**src/hw/rtl/ddsm_pkg.sv**
```systemverilog
// ddsm_pkg: shared constants, stage control type and constant dividers
// for the differential drive slew mixer; no dependencies
package ddsm_pkg;

    localparam int FRAC_BITS_DEF = 8;
    localparam int IN_W          = 16;
    localparam int SUM_W         = 17;
    localparam int STEP_W        = 15;
    localparam int SL_W          = 18;
    localparam int WORK_W        = 24;
    localparam int DIV200_OUT_W  = 9;
    localparam int DIV10_IN_W    = 19;
    localparam int DIV10_OUT_W   = 16;
    localparam int RECIP_SHIFT   = 24;

    localparam logic [16:0] DIV200_MUL = 17'd83886;
    localparam logic [20:0] DIV10_MUL  = 21'd1677721;

    typedef enum logic
    {
        OP_UPDATE = 1'b0,
        OP_CLEAR  = 1'b1
    } opcode_t;

    typedef struct packed
    {
        logic valid;
        logic clear;
    } stage_ctl_t;

    // floor(x / 200) by reciprocal multiply and one correction step
    function automatic logic [DIV200_OUT_W-1:0] div200(input logic [16:0] x);
        logic [33:0]             prod;
        logic [DIV200_OUT_W-1:0] q;
        logic [16:0]             r;
        prod = {17'd0, x} * {17'd0, DIV200_MUL};
        q = prod[RECIP_SHIFT +: DIV200_OUT_W];
        r = x - ({8'd0, q} * 17'd200);
        if (r >= 17'd200)
        begin
            q = q + 9'd1;
        end
        return q;
    endfunction

    // floor(x / 10) by reciprocal multiply and one correction step
    function automatic logic [DIV10_OUT_W-1:0] div10(input logic [DIV10_IN_W-1:0] x);
        logic [39:0]            prod;
        logic [DIV10_OUT_W-1:0] q;
        logic [DIV10_IN_W-1:0]  r;
        prod = {21'd0, x} * {19'd0, DIV10_MUL};
        q = prod[RECIP_SHIFT +: DIV10_OUT_W];
        r = x - ({3'd0, q} * 19'd10);
        if (r >= 19'd10)
        begin
            q = q + 16'd1;
        end
        return q;
    endfunction

endpackage

```
**src/hw/rtl/ddsm_ratio.sv**
```systemverilog
// ddsm_ratio: forward/turn split and turn and speed ratios, one register stage
// depends on ddsm_pkg
module ddsm_ratio #(
    parameter int FRAC_BITS = ddsm_pkg::FRAC_BITS_DEF
) (
    input  logic                          clk,
    input  logic                          rst_n,
    input  ddsm_pkg::stage_ctl_t          up_ctl,
    output logic                          up_ready,
    input  logic signed [15:0]            lt,
    input  logic signed [15:0]            rt,
    output ddsm_pkg::stage_ctl_t          dn_ctl,
    input  logic                          dn_ready,
    output logic signed [16:0]            f2,
    output logic signed [16:0]            t2,
    output logic        [FRAC_BITS:0]     tr,
    output logic        [FRAC_BITS:0]     sr
);

    localparam int ONE = 1 << FRAC_BITS;
    localparam int RW  = FRAC_BITS + 1;
    localparam int CW  = (RW > ddsm_pkg::DIV200_OUT_W) ? RW : ddsm_pkg::DIV200_OUT_W;

    ddsm_pkg::stage_ctl_t  ctl_reg;
    logic signed [16:0]    f2_reg, f2_next;
    logic signed [16:0]    t2_reg, t2_next;
    logic [FRAC_BITS:0]    tr_reg, tr_next;
    logic [FRAC_BITS:0]    sr_reg, sr_next;
    logic [16:0]           abs_f2;
    logic [16:0]           abs_t2;
    logic [CW-1:0]         tq;
    logic [CW-1:0]         sq;

    assign up_ready = !ctl_reg.valid || dn_ready;

    always_comb
    begin
        f2_next = 17'(lt) + 17'(rt);
        t2_next = 17'(lt) - 17'(rt);
        abs_f2  = f2_next[16] ? 17'(-f2_next) : 17'(f2_next);
        abs_t2  = t2_next[16] ? 17'(-t2_next) : 17'(t2_next);
        tq      = CW'(ddsm_pkg::div200(abs_t2));
        sq      = CW'(ddsm_pkg::div200(abs_f2));
        tr_next = (tq > CW'(ONE)) ? RW'(ONE) : tq[RW-1:0];
        sr_next = (sq > CW'(ONE)) ? RW'(ONE) : sq[RW-1:0];
    end

    always_ff @(posedge clk or negedge rst_n)
    begin
        if (!rst_n)
        begin
            ctl_reg <= '0;
        end
        else if (up_ready)
        begin
            ctl_reg <= up_ctl;
        end
    end

    always_ff @(posedge clk)
    begin
        if (up_ready && up_ctl.valid)
        begin
            f2_reg <= f2_next;
            t2_reg <= t2_next;
            tr_reg <= tr_next;
            sr_reg <= sr_next;
        end
    end

    assign dn_ctl = ctl_reg;
    assign f2     = f2_reg;
    assign t2     = t2_reg;
    assign tr     = tr_reg;
    assign sr     = sr_reg;

endmodule

```
**src/hw/rtl/ddsm_scale.sv**
```systemverilog
// ddsm_scale: throttle scaling, slew step and difference limit over three stages
// depends on ddsm_pkg
module ddsm_scale #(
    parameter int FRAC_BITS = ddsm_pkg::FRAC_BITS_DEF
) (
    input  logic                          clk,
    input  logic                          rst_n,
    input  logic [14:0]                   step_base,
    input  ddsm_pkg::stage_ctl_t          up_ctl,
    output logic                          up_ready,
    input  logic signed [16:0]            f2,
    input  logic signed [16:0]            t2,
    input  logic        [FRAC_BITS:0]     tr,
    input  logic        [FRAC_BITS:0]     sr,
    output ddsm_pkg::stage_ctl_t          dn_ctl,
    input  logic                          dn_ready,
    output logic signed [17:0]            sl,
    output logic signed [17:0]            srt,
    output logic        [14:0]            step,
    output logic        [FRAC_BITS+5:0]   lim
);

    localparam int ONE  = 1 << FRAC_BITS;
    localparam int RW   = FRAC_BITS + 1;
    localparam int DIVW = ddsm_pkg::DIV10_IN_W;
    localparam int FACW = FRAC_BITS + 4;
    localparam int SPW  = ddsm_pkg::STEP_W + FACW;
    localparam int LIMW = FRAC_BITS + 6;
    localparam int FTW  = FRAC_BITS + 19;
    localparam int SUMW = FRAC_BITS + 20;
    localparam int SLW  = ddsm_pkg::SL_W;

    // throttle scale, step product and limit
    ddsm_pkg::stage_ctl_t       s3_ctl_reg;
    logic [RW-1:0]              ts_reg, ts_next;
    logic [SPW-1:0]             sprod_reg, sprod_next;
    logic [LIMW-1:0]            lim3_reg, lim_next;
    logic signed [16:0]         f2_3_reg;
    logic signed [16:0]         t2_3_reg;
    logic [ddsm_pkg::DIV10_OUT_W-1:0] tq10;
    logic [FACW-1:0]            fac;

    // scaled forward and final step
    ddsm_pkg::stage_ctl_t       s4_ctl_reg;
    logic signed [FTW-1:0]      fts_reg, fts_next;
    logic [14:0]                step4_reg, step_next;
    logic [LIMW-1:0]            lim4_reg;
    logic signed [16:0]         t2_4_reg;
    logic signed [RW:0]         ts_s;
    logic [ddsm_pkg::DIV10_OUT_W-1:0] sq10;

    // per-side scaled targets
    ddsm_pkg::stage_ctl_t       s5_ctl_reg;
    logic signed [SLW-1:0]      sl_reg, sl_next;
    logic signed [SLW-1:0]      srt_reg, srt_next;
    logic [14:0]                step5_reg;
    logic [LIMW-1:0]            lim5_reg;
    logic signed [SUMW-1:0]     sum_l;
    logic signed [SUMW-1:0]     sum_r;
    logic signed [SUMW-1:0]     turn_sh;
    logic signed [SUMW-1:0]     sh_l;
    logic signed [SUMW-1:0]     sh_r;

    logic s3_ready;
    logic s4_ready;
    logic s5_ready;

    assign s5_ready = !s5_ctl_reg.valid || dn_ready;
    assign s4_ready = !s4_ctl_reg.valid || s5_ready;
    assign s3_ready = !s3_ctl_reg.valid || s4_ready;
    assign up_ready = s3_ready;

    always_comb
    begin
        tq10       = ddsm_pkg::div10(DIVW'({tr, 2'b00}));
        ts_next    = RW'(ONE) - {1'b0, tq10[FRAC_BITS-1:0]};
        fac        = FACW'(10 * ONE) - (FACW'(tr) + FACW'({tr, 1'b0}));
        sprod_next = SPW'(step_base) * SPW'(fac);
        lim_next   = LIMW'(60 * ONE) - (LIMW'({sr, 4'b0000}) + LIMW'({sr, 2'b00}));
    end

    always_comb
    begin
        ts_s      = signed'({1'b0, ts_reg});
        fts_next  = FTW'(f2_3_reg) * FTW'(ts_s);
        sq10      = ddsm_pkg::div10(sprod_reg[FRAC_BITS +: DIVW]);
        step_next = sq10[14:0];
    end

    always_comb
    begin
        turn_sh  = SUMW'(t2_4_reg) <<< FRAC_BITS;
        sum_l    = SUMW'(fts_reg) + turn_sh;
        sum_r    = SUMW'(fts_reg) - turn_sh;
        sh_l     = sum_l >>> (FRAC_BITS + 1);
        sh_r     = sum_r >>> (FRAC_BITS + 1);
        sl_next  = sh_l[SLW-1:0];
        srt_next = sh_r[SLW-1:0];
    end

    always_ff @(posedge clk or negedge rst_n)
    begin
        if (!rst_n)
        begin
            s3_ctl_reg <= '0;
            s4_ctl_reg <= '0;
            s5_ctl_reg <= '0;
        end
        else
        begin
            if (s3_ready)
            begin
                s3_ctl_reg <= up_ctl;
            end
            if (s4_ready)
            begin
                s4_ctl_reg <= s3_ctl_reg;
            end
            if (s5_ready)
            begin
                s5_ctl_reg <= s4_ctl_reg;
            end
        end
    end

    always_ff @(posedge clk)
    begin
        if (s3_ready && up_ctl.valid)
        begin
            ts_reg    <= ts_next;
            sprod_reg <= sprod_next;
            lim3_reg  <= lim_next;
            f2_3_reg  <= f2;
            t2_3_reg  <= t2;
        end
        if (s4_ready && s3_ctl_reg.valid)
        begin
            fts_reg   <= fts_next;
            step4_reg <= step_next;
            lim4_reg  <= lim3_reg;
            t2_4_reg  <= t2_3_reg;
        end
        if (s5_ready && s4_ctl_reg.valid)
        begin
            sl_reg    <= sl_next;
            srt_reg   <= srt_next;
            step5_reg <= step4_reg;
            lim5_reg  <= lim4_reg;
        end
    end

    assign dn_ctl = s5_ctl_reg;
    assign sl     = sl_reg;
    assign srt    = srt_reg;
    assign step   = step5_reg;
    assign lim    = lim5_reg;

endmodule

```
**src/hw/rtl/ddsm_slew.sv**
```systemverilog
// ddsm_slew: slew limit against history, difference cap, clamp, brake detect
// holds the output register and the drive history; depends on ddsm_pkg
module ddsm_slew #(
    parameter int FRAC_BITS = ddsm_pkg::FRAC_BITS_DEF
) (
    input  logic                          clk,
    input  logic                          rst_n,
    input  ddsm_pkg::stage_ctl_t          up_ctl,
    output logic                          up_ready,
    input  logic signed [17:0]            sl,
    input  logic signed [17:0]            srt,
    input  logic        [14:0]            step,
    input  logic        [FRAC_BITS+5:0]   lim,
    output logic                          result_valid,
    input  logic                          result_stall,
    output logic signed [15:0]            left_out,
    output logic signed [15:0]            right_out,
    output logic                          brake_on,
    output logic                          mode_changed
);

    localparam int ONE = 1 << FRAC_BITS;
    localparam int WW  = ddsm_pkg::WORK_W;
    localparam logic signed [WW-1:0] HUND_W = WW'(100 * ONE);
    localparam logic signed [15:0]   ONE_S  = 16'(ONE);

    logic                valid_reg;
    logic signed [15:0]  left_reg, left_next;
    logic signed [15:0]  right_reg, right_next;
    logic                brake_reg, brake_next;
    logic                changed_reg, changed_next;
    logic                load;

    logic signed [WW-1:0] sl_w;
    logic signed [WW-1:0] sr_w;
    logic signed [WW-1:0] prev_l;
    logic signed [WW-1:0] prev_r;
    logic signed [WW-1:0] step_w;
    logic signed [WW-1:0] lim_w;
    logic signed [WW-1:0] dl;
    logic signed [WW-1:0] dr;
    logic signed [WW-1:0] lw;
    logic signed [WW-1:0] rw;
    logic signed [WW-1:0] diff;
    logic signed [WW-1:0] adj;
    logic signed [WW-1:0] l2;
    logic signed [WW-1:0] r2;

    assign up_ready = !valid_reg || !result_stall;
    assign load     = up_ready && up_ctl.valid;

    always_comb
    begin
        sl_w   = WW'(sl);
        sr_w   = WW'(srt);
        prev_l = WW'(left_reg);
        prev_r = WW'(right_reg);
        step_w = signed'(WW'(step));
        lim_w  = signed'(WW'(lim));

        dl = sl_w - prev_l;
        dr = sr_w - prev_r;
        if (dl > step_w)
        begin
            lw = prev_l + step_w;
        end
        else if (dl < -step_w)
        begin
            lw = prev_l - step_w;
        end
        else
        begin
            lw = sl_w;
        end
        if (dr > step_w)
        begin
            rw = prev_r + step_w;
        end
        else if (dr < -step_w)
        begin
            rw = prev_r - step_w;
        end
        else
        begin
            rw = sr_w;
        end

        diff = (lw - rw) >>> 1;
        adj  = '0;
        l2   = lw;
        r2   = rw;
        if (diff > lim_w)
        begin
            adj = diff - lim_w;
            l2  = lw - adj;
            r2  = rw + adj;
        end
        else if (diff < -lim_w)
        begin
            adj = -lim_w - diff;
            l2  = lw + adj;
            r2  = rw - adj;
        end

        if (l2 < -HUND_W)
        begin
            l2 = -HUND_W;
        end
        else if (l2 > HUND_W)
        begin
            l2 = HUND_W;
        end
        if (r2 < -HUND_W)
        begin
            r2 = -HUND_W;
        end
        else if (r2 > HUND_W)
        begin
            r2 = HUND_W;
        end

        if (up_ctl.clear)
        begin
            left_next    = '0;
            right_next   = '0;
            brake_next   = brake_reg;
            changed_next = 1'b0;
        end
        else
        begin
            left_next    = l2[15:0];
            right_next   = r2[15:0];
            brake_next   = (left_next > -ONE_S) && (left_next < ONE_S)
                        && (right_next > -ONE_S) && (right_next < ONE_S);
            changed_next = brake_next != brake_reg;
        end
    end

    always_ff @(posedge clk or negedge rst_n)
    begin
        if (!rst_n)
        begin
            valid_reg <= 1'b0;
            left_reg  <= '0;
            right_reg <= '0;
            brake_reg <= 1'b1;
        end
        else
        begin
            if (up_ready)
            begin
                valid_reg <= up_ctl.valid;
            end
            if (load)
            begin
                left_reg  <= left_next;
                right_reg <= right_next;
                brake_reg <= brake_next;
            end
        end
    end

    always_ff @(posedge clk)
    begin
        if (load)
        begin
            changed_reg <= changed_next;
        end
    end

    assign result_valid = valid_reg;
    assign left_out     = left_reg;
    assign right_out    = right_reg;
    assign brake_on     = brake_reg;
    assign mode_changed = changed_reg;

    // clear zeroes history and never flags a mode change
    assert property (@(posedge clk) disable iff (!rst_n)
        load && up_ctl.clear |=> left_reg == '0 && right_reg == '0 && !changed_reg)
        else $error("clear did not zero history");

    // clear leaves brake mode alone
    assert property (@(posedge clk) disable iff (!rst_n)
        load && up_ctl.clear |=> brake_reg == $past(brake_reg))
        else $error("clear changed brake mode");

    // mode change flag tracks the brake mode transition
    assert property (@(posedge clk) disable iff (!rst_n)
        load && !up_ctl.clear |=> changed_reg == (brake_reg != $past(brake_reg)))
        else $error("mode change flag mismatch");

endmodule

```
**src/hw/rtl/differential_drive_slew_mixer.sv**
```systemverilog
// differential_drive_slew_mixer: throughput one item per cycle unless stalled;
// the drive history in the output stage is the only feedback, so back-to-back
// items see each other's outputs
// stalls hold each stage; bubbles close up; the output register frees the input
// reset: history zero, brake mode on, step base 5 percent, pipeline empty
// depends on ddsm_pkg, ddsm_ratio, ddsm_scale, ddsm_slew
module differential_drive_slew_mixer #(
    parameter int FRAC_BITS = ddsm_pkg::FRAC_BITS_DEF
) (
    input  logic                 clk,
    input  logic                 rst_n,
    input  logic                 cfg_valid,
    output logic                 cfg_ready,
    input  logic [14:0]          cfg_data,
    input  logic                 item_valid,
    output logic                 item_stall,
    input  logic                 opcode,
    input  logic signed [15:0]   left_target,
    input  logic signed [15:0]   right_target,
    output logic                 result_valid,
    input  logic                 result_stall,
    output logic signed [15:0]   left_out,
    output logic signed [15:0]   right_out,
    output logic                 brake_on,
    output logic                 mode_changed
);

    localparam logic [14:0] STEP_RESET = 15'(5 << FRAC_BITS);

    logic [14:0]           step_base_reg;
    ddsm_pkg::stage_ctl_t  in_ctl_reg;
    ddsm_pkg::stage_ctl_t  in_ctl_next;
    logic signed [15:0]    lt_reg;
    logic signed [15:0]    rt_reg;
    logic                  in_ready;

    ddsm_pkg::stage_ctl_t  ratio_ctl;
    logic                  ratio_ready;
    logic signed [16:0]    f2;
    logic signed [16:0]    t2;
    logic [FRAC_BITS:0]    tr;
    logic [FRAC_BITS:0]    sr;

    ddsm_pkg::stage_ctl_t  scale_ctl;
    logic                  scale_ready;
    logic signed [17:0]    sl;
    logic signed [17:0]    srt;
    logic [14:0]           step;
    logic [FRAC_BITS+5:0]  lim;

    logic                  slew_ready;

    assign cfg_ready  = 1'b1;
    assign in_ready   = !in_ctl_reg.valid || ratio_ready;
    assign item_stall = !in_ready;

    always_comb
    begin
        in_ctl_next.valid = item_valid;
        in_ctl_next.clear = (ddsm_pkg::opcode_t'(opcode) == ddsm_pkg::OP_CLEAR);
    end

    always_ff @(posedge clk or negedge rst_n)
    begin
        if (!rst_n)
        begin
            step_base_reg <= STEP_RESET;
            in_ctl_reg    <= '0;
        end
        else
        begin
            if (cfg_valid && cfg_ready)
            begin
                step_base_reg <= cfg_data;
            end
            if (in_ready)
            begin
                in_ctl_reg <= in_ctl_next;
            end
        end
    end

    always_ff @(posedge clk)
    begin
        if (in_ready && item_valid)
        begin
            lt_reg <= left_target;
            rt_reg <= right_target;
        end
    end

    ddsm_ratio #(
        .FRAC_BITS (FRAC_BITS)
    ) u_ratio (
        .clk      (clk),
        .rst_n    (rst_n),
        .up_ctl   (in_ctl_reg),
        .up_ready (ratio_ready),
        .lt       (lt_reg),
        .rt       (rt_reg),
        .dn_ctl   (ratio_ctl),
        .dn_ready (scale_ready),
        .f2       (f2),
        .t2       (t2),
        .tr       (tr),
        .sr       (sr)
    );

    ddsm_scale #(
        .FRAC_BITS (FRAC_BITS)
    ) u_scale (
        .clk       (clk),
        .rst_n     (rst_n),
        .step_base (step_base_reg),
        .up_ctl    (ratio_ctl),
        .up_ready  (scale_ready),
        .f2        (f2),
        .t2        (t2),
        .tr        (tr),
        .sr        (sr),
        .dn_ctl    (scale_ctl),
        .dn_ready  (slew_ready),
        .sl        (sl),
        .srt       (srt),
        .step      (step),
        .lim       (lim)
    );

    ddsm_slew #(
        .FRAC_BITS (FRAC_BITS)
    ) u_slew (
        .clk          (clk),
        .rst_n        (rst_n),
        .up_ctl       (scale_ctl),
        .up_ready     (slew_ready),
        .sl           (sl),
        .srt          (srt),
        .step         (step),
        .lim          (lim),
        .result_valid (result_valid),
        .result_stall (result_stall),
        .left_out     (left_out),
        .right_out    (right_out),
        .brake_on     (brake_on),
        .mode_changed (mode_changed)
    );

    // an empty input register never holds off a transfer
    assert property (@(posedge clk) disable iff (!rst_n)
        !in_ctl_reg.valid |-> !item_stall)
        else $error("stall with empty input register");

endmodule
```
**config.mk**
```make
export PLATFORM = sky130hd
export DESIGN_NAME = differential_drive_slew_mixer
export DESIGN_NICKNAME = d
export VERILOG_FILES = /design/src/hw/rtl/ddsm_pkg.sv /design/src/hw/rtl/ddsm_ratio.sv /design/src/hw/rtl/ddsm_scale.sv /design/src/hw/rtl/ddsm_slew.sv /design/src/hw/rtl/differential_drive_slew_mixer.sv
export SDC_FILE = /design/constraint.sdc
export NUM_CORES = 2
export LEC_CHECK = 0
export BUFFER_PORTS_ARGS = -buffer_cell sky130_fd_sc_hd__clkbuf_2
export CAP_MARGIN = 20
export CORE_UTILIZATION = 55
export CTS_CLUSTER_DIAMETER = 150
export CTS_CLUSTER_SIZE = 24
export DETAILED_ROUTE_END_ITERATION = 12
export PLACE_DENSITY = 0.71
export SLEW_MARGIN = 20
export SYNTH_ARGS = -nofsm -noshare
export SYNTH_HDL_FRONTEND = slang
export SYNTH_HIERARCHICAL = 1
export SYNTH_SLANG_ARGS = --single-unit
```
**constraint.sdc**
```tcl
create_clock -name clk -period 27.3 [get_ports clk]
set_input_delay 4.095 -clock clk [delete_from_list [all_inputs] [get_ports clk]]
set_output_delay 4.095 -clock clk [all_outputs]
set_load 0.01 [all_outputs]
```
==> metrics.md <==
| Metric | Value |
|---|---|
| Die Footprint | between 100,000 and 150,000 sq um |
| CTS Buffer Depth | 3 |
| Layout Nets | 9,430 |
| 1st-iter DRT viols | between 4,000 and 5,000 |
| Worst path arrival time | 16.08 ns |
| Syn-to-layout area delta | 3.97% |
| Crit start category | flop |
| Clk sinks | approximately 340 |
| WL final | 184 mm |
| Tmin final | roughly 16 ns |
| Worst Clk Skew | 0.0351 ns |
| Die Ht | 354 um |
| Root Buffer | clkbuf_16 |
| RSZ-0062 raised after global routing | no |
| Initial antenna violation count | 1 |
| Crit path depth | 57 |
| Hold-critical path depth | 0 |
| DP Wirelength | 154 mm |
| Relative slew slack | a little under a quarter |
| Placed Area | 70,300 sq um |
| Fin cells | 9,326 |
| Reg clk slew, reported paths | 0.10 ns |
| Final ANT Viol Nets | 0 |
| Num rows | 128 |
| Yosys warns | 6 |
| First-pass GRT wire length | 296 mm |
| Vias/cell | between 5 and 6 |
| CTS tree | yes |
| Routed vias | 55,300 |
| Initial core utilization | ~56% |
| Cell area after layout | 70,900 sq um |
| Post-cts resize count | 0 |
| Largest net degree at the start of global routing | approximately 80 |
| Setup Crit Path Kind | flop to flop |
| Drt wl/cell | 19.7 um |
| Main synth FF type | edfxtp_1 |
| Clk_lat worst skew | around 0.60 ns |
| Hold Fails Final Rpt | 0 |
| Crit path max fanout | 11 |
| CP required | between 20 and 30 ns |
| Grt ovf | 0 |
| Gr usage total | between 20 and 30% |
| Synthesized instance count | ~7,700 |
| # IOs | 90 |
| Vias in the first global route | 55,200 |
| Synthesized area | slightly below 70,000 sq um |
| Crit end category | flop |
| Min-Delay Path Class | flop to flop |
| Final Cycle Share | between 50% and 60% |
| Setup TNS | 0 ns |
| Status | complete, no violations |
| Family with the most delay on the worst path | adder cells |
| Distinct cells, synth | 147 |
| Register area share after synthesis | 14.7% |
| H-Tree Depth | 1 |
| Core Area | between 100,000 and 150,000 sq um |
| Max Cap Violations | 0 |
| Die X | roughly 350 um |
| Max-slew violation count | 0 |
| Setup bufs post-CTS | 0 |
| Slowest Stage Delay on Critical Path | approximately 0.8 ns |
| Hold WS | 0.418 ns |
| CP Buf/Inv Count | 7 |
| EDFF count, synth | 284 |
| Asr flop ratio synth | 17.2% |
| Syn Area/Cell | 8.86 sq um |
| Final setup violation count | 0 |
| CP max-delay cell | xnor2_1 |
| Hold Buf Count CTS | 0 |
| FF+latch count, synth | ~340 |
| Worst-margin pin slew | about 1.1 ns |
| TritonRoute pass-1 iters | 6 |
| Peak Freq | 63.5 MHz |
| Reg2Reg Depth | 57 |
| Placed Cells | 9,293 |
| GPL Wtd Cong | roughly 0.97 |
| Port buffer count | 88 |
| Residual DRC | 0 |
| Clock buffer count from CTS | 20 |
| Share of layout cells above drive strength 1 | under 10% |
## final cells by class
cell class	count	area [sq um]
fill	11000	51400
clock inverter	6	116
timing repair buffer	136	803
antenna	1	2.50
clock buffer	25	541
multi-input combinational	5862	52500
tap	1625	2030
inverter	1328	4980
sequential	343	10000
## cells in the final DEF, fill, tap and decap left out, types with 23 or more instances in the layout
| cell | netlist | final |
|---|---|---|
| mux2_2 | 29 | 29 |
| a211oi_1 | 57 | 57 |
| edfxtp_1 | 284 | 284 |
| o211ai_1 | 60 | 60 |
| o22ai_1 | 33 | 33 |
| xnor2_1 | 364 | 362 |
| or3_1 | 63 | 63 |
| a211o_1 | 23 | 23 |
| dfrtp_1 | 56 | 56 |
| nand2b_1 | 80 | 80 |
| a21o_1 | 123 | 123 |
| inv_1 | 1320 | 1320 |
| and3_1 | 69 | 69 |
| nand2_1 | 460 | 460 |
| fa_1 | 580 | 580 |
| nor3_1 | 152 | 152 |
| a31oi_1 | 84 | 84 |
| and2_1 | 204 | 201 |
| nor2_1 | 433 | 431 |
| nor2b_1 | 88 | 87 |
| o21ai_0 | 232 | 232 |
| o31ai_1 | 37 | 37 |
| a21oi_1 | 392 | 392 |
| or2_2 | 52 | 52 |
| mux2i_1 | 33 | 33 |
| nand4_1 | 59 | 59 |
| nor4_1 | 51 | 49 |
| a311oi_1 | 27 | 27 |
| and4_1 | 24 | 24 |
| ha_1 | 1106 | 1106 |
| o21ai_1 | 26 | 26 |
| buf_4 | 17 | 49 |
| o21a_1 | 60 | 60 |
| nand3_1 | 135 | 135 |
| clkbuf_2 | 0 | 87 |
| xor2_1 | 144 | 144 |
| o21bai_1 | 68 | 68 |
## cell usage after synthesis (144+ instances only)
master | number | area share (%)
nor2_1 | 433 | 2.4
fa_1 | 580 | 17
edfxtp_1 | 284 | 12
inv_1 | 1320 | 7.3
o21ai_0 | 232 | 1.7
ha_1 | 1106 | 20
nand2_1 | 460 | 2.5
xor2_1 | 144 | 1.8
nor3_1 | 152 | 1.1
a21oi_1 | 392 | 2.9
xnor2_1 | 364 | 4.7
and2_1 | 204 | 1.9
## worst reg2reg max path, delay by kind of cell (launching register included)
kind,cells,cell delay (ns)
xor+xnor,5,2.04
fa+ha+maj,13,5.10
compound gates,18,4.02
simple gates,13,3.10
buf+inv,7,0.47
mux,1,0.32
flops,1,0.41
## metrics by stage
step | setup slack (ns) | utilization [%]
after floorplan | 13.84 | -
after global placement | 12.14 | 57.4
after detailed placement | 11.77 | 57.4
after CTS | 11.63 | 58.0
after global routing | 10.17 | 58.0
final | 11.54 | 58.0
## logic make-up (layout without fill, tap and decap cells)
family | after synthesis | after routing | synth area share (%)
XOR/XNOR | 522 | 522 | 6.90
buffers and inverters | 1501 | 1495 | 8.53
other | 2 | 4 | 0.0110
multiplexers | 75 | 75 | 1.24
AND/OR/NAND/NOR | 1986 | 1986 | 14.9
adder cells (fa/ha/maj) | 1706 | 1706 | 37.6
flip-flops | 343 | 343 | 14.7
AO/OA/AOI/OAI | 1570 | 1570 | 16.1
## routing by layer
metal | global-route usage [%] | wire length, um | share of wire (%) | vias up
met4 | 8.48 | 6030 | 3.3 | 2
met2 | 48.3 | 84500 | 46 | 1635
met1 | 40.2 | 82400 | 45 | 26800
met3 | 3.07 | 11100 | 6.0 | 278
met5 | 0 | 13 | 0.0071 | -
li1 | - | - | - | 26600
## path summary, 6_finish.rpt
path / endpoint / slack, ns / start
hold / removal: u_scale/t2_3_reg[5] / 0.42 / u_ratio/t2[5]
hold reg to reg: u_scale/t2_3_reg[5] / 0.42 / u_ratio/t2[5]
min in group asynchronous: step_base_reg[6] / 3.66 / rst_n
setup reg to reg: u_ratio/tr[1] / 11.54 / rt_reg[0]
setup / recovery: u_ratio/tr[1] / 11.54 / rt_reg[0]
max in group asynchronous: u_slew/right_out[3] / 22.95 / rst_n
Power is not shown: default switching activity piles up to over one toggle a cycle in this logic, so the estimate is an artifact.
